## src/design/gpc_pkg.sv

```systemverilog
// shared types and constants of the gpio pin controller
`default_nettype none
package gpc_pkg;

    localparam int unsigned VEC_W  = 30;
    localparam int unsigned FUNC_W = 5;
    localparam int unsigned PAD_W  = 9;
    localparam int unsigned ARG_W  = 5;

    typedef enum logic [3:0] {
        CMD_PROBE = 4'd0,
        CMD_MODE  = 4'd1,
        CMD_PULL  = 4'd2,
        CMD_TYPE  = 4'd3,
        CMD_ALTF  = 4'd4,
        CMD_SPEED = 4'd5,
        CMD_SET   = 4'd6,
        CMD_CLEAR = 4'd7,
        CMD_READ  = 4'd8
    } t_cmd;

    localparam logic [ARG_W-1:0] MODE_INPUT  = 5'd0;
    localparam logic [ARG_W-1:0] MODE_OUTPUT = 5'd1;
    localparam logic [ARG_W-1:0] MODE_ALT    = 5'd2;
    localparam logic [ARG_W-1:0] MODE_ANALOG = 5'd3;

    localparam logic [ARG_W-1:0] PULL_NONE = 5'd0;
    localparam logic [ARG_W-1:0] PULL_UP   = 5'd1;
    localparam logic [ARG_W-1:0] PULL_DOWN = 5'd2;

    localparam logic [ARG_W-1:0] TYPE_PUSH_PULL  = 5'd0;
    localparam logic [ARG_W-1:0] TYPE_OPEN_DRAIN = 5'd1;

    localparam logic [ARG_W-1:0] SPEED_MAX       = 5'd3;
    localparam logic [ARG_W-1:0] SPEED_FAST_SLEW = 5'd2;
    localparam logic [ARG_W-1:0] FUNC_MAX        = 5'd10;

    localparam logic [FUNC_W-1:0] FUNC_SIO  = 5'd5;
    localparam logic [FUNC_W-1:0] FUNC_NONE = 5'd31;

    localparam logic [PAD_W-1:0] PAD_ISO     = 9'h100;
    localparam logic [PAD_W-1:0] PAD_IE      = 9'h040;
    localparam logic [PAD_W-1:0] PAD_DRIVE   = 9'h030;
    localparam logic [PAD_W-1:0] PAD_PUE     = 9'h008;
    localparam logic [PAD_W-1:0] PAD_PDE     = 9'h004;
    localparam logic [PAD_W-1:0] PAD_SCHMITT = 9'h002;
    localparam logic [PAD_W-1:0] PAD_SLEW    = 9'h001;
    localparam logic [PAD_W-1:0] PAD_RESET   = 9'h116;
    localparam int unsigned      PAD_DRIVE_SHIFT = 4;

    typedef struct packed {
        logic capture;
        logic execute;
    } t_ctrl_cmd;

endpackage
`default_nettype wire

```

## src/design/gpc_ctrl.sv

```systemverilog
// sequencer of the gpio pin controller: capture, update and output handshake
`default_nettype none
module gpc_ctrl (
    input  wire                 i_clk,
    input  wire                 i_rst_n,
    input  wire                 i_valid,
    output logic                o_stall,
    output logic                o_valid,
    input  wire                 i_stall,
    output gpc_pkg::t_ctrl_cmd  o_cmd
);

    typedef enum logic [1:0] {
        S_IDLE = 2'b01,
        S_EXEC = 2'b10
    } t_state;

    t_state r_state, n_state;
    logic   r_out_valid, n_out_valid;
    logic   capture, execute;

    always_comb begin
        capture = 1'b0;
        execute = 1'b0;
        n_state = r_state;
        case (r_state)
            S_IDLE: begin
                capture = i_valid;
                if (i_valid) begin
                    n_state = S_EXEC;
                end
            end
            S_EXEC: begin
                execute = !r_out_valid || !i_stall;
                if (execute) begin
                    n_state = S_IDLE;
                end
            end
            default: begin
                n_state = S_IDLE;
            end
        endcase
        n_out_valid = execute || (r_out_valid && i_stall);
    end

    always_ff @(posedge i_clk) begin
        if (!i_rst_n) begin
            r_state     <= S_IDLE;
            r_out_valid <= 1'b0;
        end else begin
            r_state     <= n_state;
            r_out_valid <= n_out_valid;
        end
    end

    assign o_stall       = (r_state != S_IDLE);
    assign o_valid       = r_out_valid;
    assign o_cmd.capture = capture;
    assign o_cmd.execute = execute;

endmodule
`default_nettype wire

```

## src/design/gpc_dp.sv

```systemverilog
// datapath of the gpio pin controller: pin registers, bank vectors, result register
`default_nettype none
module gpc_dp #(
    parameter int PIN_COUNT = 30
) (
    input  wire                          i_clk,
    input  wire                          i_rst_n,
    input  gpc_pkg::t_ctrl_cmd           i_cmd,
    input  wire  [3:0]                   i_command,
    input  wire  [7:0]                   i_port_id,
    input  wire  [4:0]                   i_pin_index,
    input  wire  [gpc_pkg::ARG_W-1:0]    i_argument,
    input  wire  [gpc_pkg::VEC_W-1:0]    i_pin_levels,
    output logic                         o_status,
    output logic                         o_read_level,
    output logic [gpc_pkg::VEC_W-1:0]    o_out_latch_vec,
    output logic [gpc_pkg::VEC_W-1:0]    o_out_enable_vec,
    output logic [gpc_pkg::FUNC_W-1:0]   o_pin_function,
    output logic [gpc_pkg::PAD_W-1:0]    o_pin_pad_bits
);

    localparam int IDX_W = (PIN_COUNT > 1) ? $clog2(PIN_COUNT) : 1;
    localparam logic [5:0] PIN_LIM = 6'(PIN_COUNT);

    logic [3:0]                 r_command;
    logic [7:0]                 r_port_id;
    logic [4:0]                 r_pin_index;
    logic [gpc_pkg::ARG_W-1:0]  r_argument;
    logic [gpc_pkg::VEC_W-1:0]  r_pin_levels;

    logic [gpc_pkg::FUNC_W-1:0] r_func [PIN_COUNT];
    logic [gpc_pkg::PAD_W-1:0]  r_pad  [PIN_COUNT];
    logic [gpc_pkg::VEC_W-1:0]  r_latch, n_latch;
    logic [gpc_pkg::VEC_W-1:0]  r_oe, n_oe;
    logic [gpc_pkg::VEC_W-1:0]  r_od, n_od;

    logic [IDX_W-1:0]           idx;
    logic                       pin_ok;
    logic [gpc_pkg::VEC_W-1:0]  bit_v;
    logic                       od, lat;
    logic [gpc_pkg::FUNC_W-1:0] cur_f, n_f;
    logic [gpc_pkg::PAD_W-1:0]  cur_p, n_p;
    logic [gpc_pkg::PAD_W-1:0]  pclr, pset;
    logic                       bad, level;

    always_ff @(posedge i_clk) begin
        if (i_cmd.capture) begin
            r_command    <= i_command;
            r_port_id    <= i_port_id;
            r_pin_index  <= i_pin_index;
            r_argument   <= i_argument;
            r_pin_levels <= i_pin_levels;
        end
    end

    assign pin_ok = {1'b0, r_pin_index} < PIN_LIM;
    assign idx    = r_pin_index[IDX_W-1:0];
    assign bit_v  = pin_ok ? (gpc_pkg::VEC_W'(1) << r_pin_index) : '0;
    assign od     = |(r_od & bit_v);
    assign lat    = |(r_latch & bit_v);
    assign cur_f  = pin_ok ? r_func[idx] : '0;
    assign cur_p  = pin_ok ? r_pad[idx] : '0;
    assign pclr   = gpc_pkg::PAD_ISO | gpc_pkg::PAD_IE;
    assign pset   = gpc_pkg::PAD_SCHMITT | gpc_pkg::PAD_IE;

    always_comb begin
        bad     = 1'b0;
        level   = 1'b0;
        n_latch = r_latch;
        n_oe    = r_oe;
        n_od    = r_od;
        n_f     = cur_f;
        n_p     = cur_p;
        if (r_port_id != 8'd0) begin
            bad = 1'b1;
        end else if (r_command == gpc_pkg::CMD_PROBE) begin
            n_od = '0;
        end else if (!pin_ok || r_command > gpc_pkg::CMD_READ) begin
            bad = 1'b1;
        end else begin
            case (r_command)
                gpc_pkg::CMD_MODE: begin
                    if (r_argument == gpc_pkg::MODE_INPUT) begin
                        n_f  = gpc_pkg::FUNC_SIO;
                        n_p  = (cur_p & ~pclr) | pset;
                        n_oe = r_oe & ~bit_v;
                    end else if (r_argument == gpc_pkg::MODE_OUTPUT) begin
                        n_f = gpc_pkg::FUNC_SIO;
                        n_p = (cur_p & ~pclr) | pset;
                        if (od) begin
                            n_latch = r_latch | bit_v;
                            n_oe    = r_oe & ~bit_v;
                        end else begin
                            n_oe = r_oe | bit_v;
                        end
                    end else if (r_argument == gpc_pkg::MODE_ALT) begin
                        n_p  = (cur_p & ~pclr) | pset;
                        n_oe = r_oe & ~bit_v;
                    end else if (r_argument == gpc_pkg::MODE_ANALOG) begin
                        n_f  = gpc_pkg::FUNC_NONE;
                        n_p  = cur_p & ~(pclr | gpc_pkg::PAD_SCHMITT);
                        n_oe = r_oe & ~bit_v;
                    end else begin
                        bad = 1'b1;
                    end
                end
                gpc_pkg::CMD_PULL: begin
                    if (r_argument == gpc_pkg::PULL_NONE) begin
                        n_p = cur_p & ~(gpc_pkg::PAD_PUE | gpc_pkg::PAD_PDE);
                    end else if (r_argument == gpc_pkg::PULL_UP) begin
                        n_p = (cur_p & ~(gpc_pkg::PAD_PUE | gpc_pkg::PAD_PDE))
                            | gpc_pkg::PAD_PUE;
                    end else if (r_argument == gpc_pkg::PULL_DOWN) begin
                        n_p = (cur_p & ~(gpc_pkg::PAD_PUE | gpc_pkg::PAD_PDE))
                            | gpc_pkg::PAD_PDE;
                    end else begin
                        bad = 1'b1;
                    end
                end
                gpc_pkg::CMD_TYPE: begin
                    if (r_argument == gpc_pkg::TYPE_PUSH_PULL) begin
                        n_od = r_od & ~bit_v;
                        n_oe = r_oe | bit_v;
                    end else if (r_argument == gpc_pkg::TYPE_OPEN_DRAIN) begin
                        n_od = r_od | bit_v;
                        n_oe = lat ? (r_oe & ~bit_v) : (r_oe | bit_v);
                    end else begin
                        bad = 1'b1;
                    end
                end
                gpc_pkg::CMD_ALTF: begin
                    if (r_argument > gpc_pkg::FUNC_MAX) begin
                        bad = 1'b1;
                    end else begin
                        n_f = r_argument;
                    end
                end
                gpc_pkg::CMD_SPEED: begin
                    if (r_argument > gpc_pkg::SPEED_MAX) begin
                        bad = 1'b1;
                    end else begin
                        n_p = (cur_p & ~(gpc_pkg::PAD_DRIVE | gpc_pkg::PAD_SLEW))
                            | (gpc_pkg::PAD_W'(r_argument[1:0]) << gpc_pkg::PAD_DRIVE_SHIFT)
                            | ((r_argument >= gpc_pkg::SPEED_FAST_SLEW) ?
                               gpc_pkg::PAD_SLEW : '0);
                    end
                end
                gpc_pkg::CMD_SET: begin
                    n_latch = r_latch | bit_v;
                    if (od) begin
                        n_oe = r_oe & ~bit_v;
                    end
                end
                gpc_pkg::CMD_CLEAR: begin
                    n_latch = r_latch & ~bit_v;
                    if (od) begin
                        n_oe = r_oe | bit_v;
                    end
                end
                gpc_pkg::CMD_READ: begin
                    level = |(r_pin_levels & bit_v);
                end
                default: begin
                    bad = 1'b1;
                end
            endcase
        end
    end

    always_ff @(posedge i_clk) begin
        if (!i_rst_n) begin
            r_latch <= '0;
            r_oe    <= '0;
            r_od    <= '0;
            for (int i = 0; i < PIN_COUNT; i++) begin
                r_func[i] <= gpc_pkg::FUNC_NONE;
                r_pad[i]  <= gpc_pkg::PAD_RESET;
            end
        end else if (i_cmd.execute) begin
            r_latch <= n_latch;
            r_oe    <= n_oe;
            r_od    <= n_od;
            if (pin_ok) begin
                r_func[idx] <= n_f;
                r_pad[idx]  <= n_p;
            end
        end
    end

    always_ff @(posedge i_clk) begin
        if (i_cmd.execute) begin
            o_status         <= bad;
            o_read_level     <= level;
            o_out_latch_vec  <= n_latch;
            o_out_enable_vec <= n_oe;
            o_pin_function   <= n_f;
            o_pin_pad_bits   <= n_p;
        end
    end

endmodule
`default_nettype wire

```

## src/design/gpio_pin_config_open_drain.sv

```systemverilog
// gpio pin controller with emulated open drain: usage
// command channel: i_valid with o_stall; a beat carries command, port, pin,
//   argument and the sampled pin levels
// result channel: o_valid with i_stall; one result beat per command beat,
//   carrying status, read level, latch and enable vectors and the
//   function and pad word of the addressed pin after the command
// a command is first captured into the input registers; its update then loads
//   the result register, and no new command is accepted until that update has
//   run, which is the read-modify-write of the per-pin register file
// a new command is accepted while an earlier result still waits; its update
//   waits until the result register is free
// receiver stall: the result holds unchanged and further commands back up
//   through o_stall
// reset: all pins get no function and an isolated pull-down schmitt pad,
//   latch, enable and open-drain vectors clear, no result pending
`default_nettype none
module gpio_pin_config_open_drain #(
    parameter int PIN_COUNT = 30
) (
    input  wire         i_clk,
    input  wire         i_rst_n,
    input  wire         i_valid,
    output logic        o_stall,
    input  wire  [3:0]  i_command,
    input  wire  [7:0]  i_port_id,
    input  wire  [4:0]  i_pin_index,
    input  wire  [4:0]  i_argument,
    input  wire  [29:0] i_pin_levels,
    output logic        o_valid,
    input  wire         i_stall,
    output logic        o_status,
    output logic        o_read_level,
    output logic [29:0] o_out_latch_vec,
    output logic [29:0] o_out_enable_vec,
    output logic [4:0]  o_pin_function,
    output logic [8:0]  o_pin_pad_bits
);

    gpc_pkg::t_ctrl_cmd cmd;

    gpc_ctrl u_ctrl (
        .i_clk   (i_clk),
        .i_rst_n (i_rst_n),
        .i_valid (i_valid),
        .o_stall (o_stall),
        .o_valid (o_valid),
        .i_stall (i_stall),
        .o_cmd   (cmd)
    );

    gpc_dp #(
        .PIN_COUNT (PIN_COUNT)
    ) u_dp (
        .i_clk            (i_clk),
        .i_rst_n          (i_rst_n),
        .i_cmd            (cmd),
        .i_command        (i_command),
        .i_port_id        (i_port_id),
        .i_pin_index      (i_pin_index),
        .i_argument       (i_argument),
        .i_pin_levels     (i_pin_levels),
        .o_status         (o_status),
        .o_read_level     (o_read_level),
        .o_out_latch_vec  (o_out_latch_vec),
        .o_out_enable_vec (o_out_enable_vec),
        .o_pin_function   (o_pin_function),
        .o_pin_pad_bits   (o_pin_pad_bits)
    );

endmodule
`default_nettype wire

```

## config.mk

```make
export PLATFORM = sky130hd
export DESIGN_NAME = gpio_pin_config_open_drain
export DESIGN_NICKNAME = d
export VERILOG_FILES = /design/src/design/gpc_pkg.sv /design/src/design/gpc_ctrl.sv /design/src/design/gpc_dp.sv /design/src/design/gpio_pin_config_open_drain.sv
export SDC_FILE = /design/constraint.sdc
export NUM_CORES = 1
export LEC_CHECK = 0
export BUFFER_PORTS_ARGS = -buffer_cell sky130_fd_sc_hd__buf_2
export CAP_MARGIN = 10
export CORE_ASPECT_RATIO = 0.6
export CORE_MARGIN = 2
export CORE_UTILIZATION = 45
export CTS_CLUSTER_DIAMETER = 30
export DETAILED_ROUTE_END_ITERATION = 10
export PLACE_DENSITY = 0.57
export SYNTH_ARGS = -nofsm -noshare
export SYNTH_HDL_FRONTEND = slang
export SYNTH_SLANG_ARGS = --single-unit
```

## constraint.sdc

```tcl
create_clock -name i_clk -period 9.9 [get_ports i_clk]
set_clock_uncertainty 0.15 [all_clocks]
set_input_delay 0.495 -clock i_clk [delete_from_list [all_inputs] [get_ports i_clk]]
set_output_delay 0.495 -clock i_clk [all_outputs]
set_load 0.005 [all_outputs]
```

**Yosys cells after proc, flatten, opt, wreduce, memory -nomap -nowiden**

Memories as Yosys holds them, arrays and structs flattened. A register that Yosys moved wholly into a read port is not among the register bits.
Cells that the tools add are included.

- Input port bits: 56
- Bits in writable memories: 420
- Memories kept: 2
- Register bits: 221

Memory list:

| name | words | width | read ports | clocked after Yosys merged registers in | wr ports | line | source |
|---|---|---|---|---|---|---|---|
| u_dp.r_pad | 30 | 9 | 1 | 1 | 30 | gpc_dp.sv:32 | `logic [gpc_pkg::PAD_W-1:0] r_pad [PIN_COUNT];` |
| u_dp.r_func | 30 | 5 | 1 | 1 | 30 | gpc_dp.sv:31 | `logic [gpc_pkg::FUNC_W-1:0] r_func [PIN_COUNT];` |

- Bitwise operators: 14
- Equality and inequality tests: 17
- Multiplexer cells: 83
- Magnitude comparators: 5
- Shift-type cells: 1
- Reduce and logical (&&, ||, !) cells: 21

Operators by type and width:

| kind | number |
|---|---|
| $mux W30 | 25 |
| $and A30 B30 Y30 | 6 |
| $pmux W30 S4 | 1 |
| $mux W9 | 10 |
| $or A30 B30 Y30 | 3 |
| $pmux W30 S3 | 1 |
| $reduce_or A30 Y1 | 3 |
| $mux W5 | 14 |
| $not A30 Y30 | 1 |
| $shl A1 B5 Y30 const A | 1 |
| $pmux W9 S3 | 1 |
| $mux W1 | 23 |
| $eq A4 B3 Y1 const B | 4 |
| $mux W4 | 3 |
| $eq A5 B2 Y1 const B | 2 |
| $pmux W5 S2 | 1 |
| $or A9 B6 Y9 | 1 |
| $or A9 B9 Y9 | 1 |
| $reduce_or A9 Y1 | 1 |
| $eq A4 B2 Y1 const B | 2 |
| $reduce_bool A8 Y1 | 1 |
| $ne A2 B1 Y1 const B | 3 |
| $pmux W1 S6 | 1 |
| $eq A5 B1 Y1 const B | 1 |
| 25 further kinds | 31 |

**Logic depth before layout (Yosys ltp)**

Gate-level depths: netlist of the first run.

- Depth after elaboration: 12
- Gate-level depth with buffers: 12

**Hierarchy**

A second synthesis of the first run with hierarchy kept.

- Cell total of the unflattened synthesis: 2360
- Area, all modules: 30220.2 um2

By module, submodules not included:

| module | instances | cells an instance | area each (um2) |
|---|---|---|---|
| gpc_dp | 1 | 2346 | 30085.1 |
| gpc_ctrl | 1 | 14 | 135.1 |

**Worst setup path after synthesis of the first run**

No wires, ideal clock.

- Kind: flip-flop to flip-flop
- Start: reg with a tool-made name
- End: mem u_dp.r_pad[0][0] (netlist bit) (data pin)
- Cell stages (with the launch flop): 9
- Period minus slack after synthesis: 3.097 ns
- Library setup time: 0.258 ns
- Data arrival time: 2.689 ns
- Path slack: 6.803 ns
- Cells stage by stage: dfxtp_1 > clkbuf_1 > buf_1 > mux4_2 > mux4_2 > mux2_2 > a21oi_2 > buf_2 > nor2_1

RTL lines:

| what | line |
|---|---|
| end: declaration | gpc_dp.sv:32 |

==> run_results.csv, run 1 <==
group,metric,value,unit
clock_tree,hold_buffers,52,
critical_path,arrival,4950,ps
power,power_density,205,nW/um2
cells_and_area,finalNetCount,2732,
logic_synthesis,yosys_warnings,0,
route,finalWirelength,114000,um
die,ios,134,
min_path,hold_class,"in -> reg",
timing,rsz0062_at_grt,"false",
placed_design,gp_congestion,1.02,
logic_synthesis,synth_ff_type,"edfxtp_1",
run,max-cap-violations,0,
die,core.rowCount,74,
clock_tree,insertion_delay,670,ps
logic_synthesis,syn_avg_cell_area,12.5,um2
route,drt-initial-drc-count,3901,
cells_and_area,fillCellCount,5766,
cells_and_area,fin_util,0.542,
timing,worst_pin_slew,1410,ps
route,drcViolationCount,0,
die,die_area,70800,um2
global_route,grt_overflow_total,0,
status,status,"complete, no violations",
timing,fin_crit,4700,ps
timing,fmax,213,MHz
critical_path,cp_slowest_cell,"dfxtp_4",
critical_path,crit_buf_inv,2,
critical_path,crit_family,"multiplexers",
critical_path,cp-start-kind,"flip-flop",
global_route,grt_pass1_wl,162000,um
critical_path,worst-setup-path-type,"reg -> reg",
cells_and_area,synthToLayoutAreaGrowth,19.2,%
timing,relSlewSlack,0.0517,
clock_tree,clockRootBuffer,"clkbuf_16",
clock_tree,post_cts_buffers,0,
logic_synthesis,synth_edf_count,576,
placed_design,dp_cells,3423,
global_route,grt_max_degree,75,
timing,finalCritPeriodShare,0.475,
logic_synthesis,synth_cell_types,78,
timing,hold_viol,0,
power,p_leak,11.1,nW
placed_design,hpwl,78000,um
timing,drv_slew,0,
route,ant_nets,0,
placed_design,port-buffer-count,133,
critical_path,path_max_fanout,74,
logic_synthesis,syn-cell-area,30900,um2
die,start_util,0.455,
critical_path,critical_path.most_common_cell,"mux4_2",
global_route,grt_pass1_vias,21976,
logic_synthesis,synth_cells,2470,
logic_synthesis,seq_area_frac_synth,0.623,
logic_synthesis,synth_top_area_share,0.560,
cells_and_area,final_cells,3685,
logic_synthesis,synthTopCellsByCount,"edfxtp_1 (576), nand2_1 (430), nor2_1 (295)",
route,drt-wirelength-per-cell,31.0,um
die,die_w,342,um
logic_synthesis,ys_ff_latch,674,
cells_and_area,drive_above_1_share,0.215,
critical_path,path_cells,"buf_12, mux4_2, mux4_2, mux2_2, a21oi_2, buf_4, nor2_1",
power,ir_worst_vdd,0.160,mV
critical_path,crit_path_end_kind,"flip-flop",
logic_synthesis,synthTopCellsByArea,"edfxtp_1 (56%), mux4_2 (10%), dfxtp_1 (6.3%)",
logic_synthesis,synth_most_common_cell,"edfxtp_1",
logic_synthesis,synthArstFlopShare,0,
logic_synthesis,synth_top_area_cell,"edfxtp_1",
critical_path,cp.required,10150,ps
clock_tree,cts_tree,"yes",
placed_design,place_area,32600,um2
clock_tree,clockBufferDepth,3,
die,die_h,207,um
clock_tree,cts_sinks,674,
global_route,antenna_found_initial,4,
timing,setup_viol,0,
route,firstDrtPassIters,6,
clock_tree,cts_resized,0,
critical_path,cp_slowest_stage_delay,900,ps
route,route.vias.total,23619,
cells_and_area,final_area,36800,um2
die,core,68000,um2
clock_tree,cts.htree.levels,3,
clock_tree,clkTransAtPathRegs,60,ps
timing,timing.setup.tns,0,ps
clock_tree,cts_buffers,108,
route,viasPerCell,6.41,
global_route,track_usage,0.323,
==> registers in the layout, summed over array words and instances, names as in the netlist, 9 cells and up, named ones only <==
register,flops
u_dp.r_pad,288
u_dp.o_pin_pad_bits,9
u_dp.r_oe,30
u_dp.o_out_enable_vec,30
u_dp.r_pin_levels,30
u_dp.r_func,160
u_dp.r_od,30
u_dp.r_latch,30
u_dp.o_out_latch_vec,30
==> routing by layer <==
metal | GRT usage | part of all wire | vias up
met4 | 0.0634 | 0.017 | 6
met1 | 0.503 | 0.44 | 12012
met3 | 0.138 | 0.16 | 159
li1 | - | - | 9760
met5 | 0 | 0.00043 | -
met2 | 0.412 | 0.39 | 1682
==> where the power goes <==
part / internal (mW) / leakage, nW / switching, mW
Sequential: 3.14 / 5.51 / 0.0467
Clock: 2.39 / 1.78 / 1.44
Combinational: 0.166 / 3.79 / 0.381
==> logic make-up (layout without fill, tap and decap cells) <==
group / count (synthesis) / after routing / synth area share
buffers and inverters: 212 / 486 / 0.0315
other: 1 / 30 / 0.000121
and+or+nand+nor: 939 / 939 / 0.132
DFF: 674 / 674 / 0.623
muxes: 156 / 156 / 0.108
AOI/OAI and AO/OA: 488 / 488 / 0.105
==> stage by stage <==
stage / hold WS, ps / total power, mW / worst slack, ps
floorplan: 289 / 3.55 / 6800
global placement: 304 / 3.75 / 5240
detailed placement: 315 / 3.76 / 5200
CTS: 19.7 / 7.57 / 5170
global route: 48.9 / 7.75 / 4940
finish: 49.9 / 7.56 / 5200
==> placed cells by master (no fill, tap or decap), drive strengths merged, types with 36 or more instances in the layout <==
| cell type | count |
|---|---|
| dfxtp | 98 |
| a21oi | 92 |
| nor2 | 300 |
| clkbuf | 126 |
| o21ai | 133 |
| nand3 | 66 |
| buf | 210 |
| clkinv | 36 |
| dlygate4sd3 | 52 |
| edfxtp | 576 |
| nand2 | 430 |
| mux4 | 141 |
| o31ai | 68 |
| inv | 36 |
| o211ai | 39 |
==> path summary, 6_finish.rpt <==
kind	start	end	slack, ps	depth (start not counted)
max	flip-flop	u_dp.r_pad[12][0]	5200	7
min	i_stall	u_ctrl.o_valid	50	3
max reg2reg	flip-flop	u_dp.r_pad[12][0]	5200	7
min reg2reg	u_dp.r_od[6]	u_dp.r_od[6]	330	2
==> worst reg2reg max path, stage by stage, from the launching register on <==
cell and delay (ps):
dfxtp_4 900, buf_12 580, mux4_2 740, mux4_2 580
mux2_2 320, a21oi_2 690, buf_4 390, nor2_1 100
==> cell type report <==
cell class                      count  area, um2  share of cell area
Sequential cell                   674      19300               0.523
Multi-Input combinational cell   1611      10800               0.294
Clock buffer                      126       2830              0.0769
Timing Repair Buffer              262       1810              0.0491
Tap cell                          912       1140              0.0310
Clock inverter                     79        860              0.0233
Inverter                           19       73.8             0.00200
Antenna cell                        2       5.00            0.000136
Note: power is estimated with default switching activity, not from simulation.
==> run 2: changes to the inputs <==
Clock period 9.9 ns to 4.7 ns, I/O delays scaled along.
==> run 2 against run 1 <==
Compared with the run above:
- first-iteration DRC count decreased by 8.7%
- die area did not move
- non-clock buffer count up 76
- wire length shrank 1.3%
- sequential power is 110% higher
- sequential share of layout area decreased by 1.2 points
- via count is 1.0% higher
- final area increased by 2.3%
- critical path type unchanged
- largest cell class unchanged
- largest power group unchanged
==> run_results.csv, run 2 (synthesis results as in run 1) <==
group,metric,value,unit
critical_path,path_max_fanout,19,
clock_tree,cts.htree.levels,3,
cells_and_area,synthToLayoutAreaGrowth,21.9,%
route,route.vias.total,23857,
critical_path,crit_family,"simple AND/OR/NAND/NOR gates",
die,ios,134,
run,max-cap-violations,0,
route,finalWirelength,113000,um
die,start_util,0.455,
cells_and_area,top_register,"u_dp.r_pad",
critical_path,cp_slowest_cell,"edfxtp_1",
route,drt-initial-drc-count,3560,
power,power.switching,4.00,mW
critical_path,cp.required,4820,ps
critical_path,crit_buf_inv,2,
placed_design,gp_congestion,0.986,
cells_and_area,largest_reg_flops,288,
cells_and_area,final_common_cell,"edfxtp_1",
critical_path,crit_path_end_kind,"flip-flop",
placed_design,hpwl,80000,um
route,ant_nets,0,
route,firstDrtPassIters,8,
cells_and_area,final_cell_mix,"edfxtp_1 (576), nand2_1 (430), nor2_1 (291), buf_4 (145), mux4_2 (141)",
clock_tree,insertion_delay,690,ps
global_route,grt_overflow_total,0,
critical_path,cp_slowest_stage_delay,950,ps
route,drt-wirelength-per-cell,29.9,um
timing,setup_viol,0,
timing,timing.setup.tns,0,ps
timing,timing.final.ws_setup,370,ps
clock_tree,cts_sinks,674,
clock_tree,clockRootBuffer,"clkbuf_16",
timing,rsz0062_at_grt,"false",
timing,relSlewSlack,0.142,
timing,drv_slew,0,
route,viasPerCell,6.33,
die,die_w,342,um
power,p_comb_frac,0.073,
clock_tree,clockBufferDepth,3,
placed_design,port-buffer-count,133,
timing,fin_crit,4330,ps
timing,hold_viol,0,
power,ir_worst_vdd,0.327,mV
min_path,hold_class,"in -> reg",
die,die_h,207,um
critical_path,worst-setup-path-type,"reg -> reg",
power,swShare,0.244,
cells_and_area,reg.largest.list,"u_dp.r_pad (288), u_dp.r_func (160)",
die,core.rowCount,74,
clock_tree,cts_tree,"yes",
power,p_clk_frac,0.517,
power,p_int,12.4,mW
status,status,"complete, no violations",
die,die_area,70800,um2
timing,finalCritPeriodShare,0.921,
power,seq_power_share,0.410,
timing,fmax,231,MHz
clock_tree,cts_buffers,112,
power,p_leak,11.5,nW
global_route,grt_max_degree,79,
critical_path,arrival,4450,ps
timing,worst_pin_slew,1290,ps
route,drcViolationCount,0,
critical_path,path_cells,"buf_4, nand3b_1, nor2_1, buf_4, nand2_1, nand2_1",
cells_and_area,drive_above_1_share,0.240,
global_route,grt_pass1_vias,22639,
clock_tree,clkTransAtPathRegs,50,ps
global_route,grt_pass1_wl,162000,um
cells_and_area,finalNetCount,2812,
placed_design,pre_cts_slack,714,ps
global_route,track_usage,0.320,
critical_path,cp-start-kind,"flip-flop",
global_route,antenna_found_initial,4,
die,core,68000,um2
power,power_density,435,nW/um2
==> run 2: worst reg2reg max path, stage by stage, from the launching register on <==
cell	delay [ps]
edfxtp_1	950
buf_4	280
nand3b_1	240
nor2_1	770
buf_4	270
nand2_1	340
nand2_1	940
==> run 2: worst paths after layout <==
check	startpoint	end	slack [ps]	cells after the start
worst max register to register	u_dp.idx[0]	u_dp.r_func[29][1]	370	6
worst max-delay path	u_dp.idx[0]	u_dp.r_func[29][1]	370	6
worst min register to register	u_dp.r_oe[29]	u_dp.r_oe[29]	320	2
worst min-delay path	i_valid	flip-flop	9	4
==> run 2: power groups by stage <==
stage,registers [mW],clock network [mW],logic (mW)
2_1_floorplan,6.75,0,0.731
3_3_place_gp,6.84,0,1.11
3_5_place_dp,6.84,0,1.12
4_1_cts,6.72,8.53,1.16
5_1_grt,6.73,8.82,1.25
6_report,6.72,8.48,1.19
==> run 2: final cells by class <==
| cell class | instances | area (um2) |
|---|---|---|
| sequential | 674 | 19300 |
| tap | 912 | 1140 |
| clock inverter | 90 | 1030 |
| multi-input combinational | 1611 | 10800 |
| inverter | 19 | 73.8 |
| clock buffer | 122 | 2890 |
| fill | 5688 | 30300 |
| timing repair buffer | 338 | 2430 |
| antenna | 2 | 5.00 |
==> run 2: timing repair <==
action | CTS | global route
endpoints found under the hold margin | 60 | 0
resized for setup | 0 | 0
buffers inserted | 0 | 0
hold buffers | 54 | 0
==> run 2: layer usage <==
metal  GRT usage  share of wire  up-vias
li1            -              -     9924
met1       0.505           0.45    12023
met4      0.0818          0.023        0
met3       0.120           0.15      189
met5           0              0        -
met2       0.402           0.38     1721
==> run 2: stage by stage <==
stage          cell area [um2]  hold WS, ps  power [mW]  cells   util
2_1_floorplan            31000          184        7.49   2497      -
3_3_place_gp             33200          262        7.95   3499  0.488
3_5_place_dp             33200          263        7.96   3499  0.488
4_1_cts                  37600         7.04        16.4   3765  0.554
5_1_grt                  37700         29.1        16.8   3766  0.554
6_report                 37700         8.94        16.4   3768  0.554
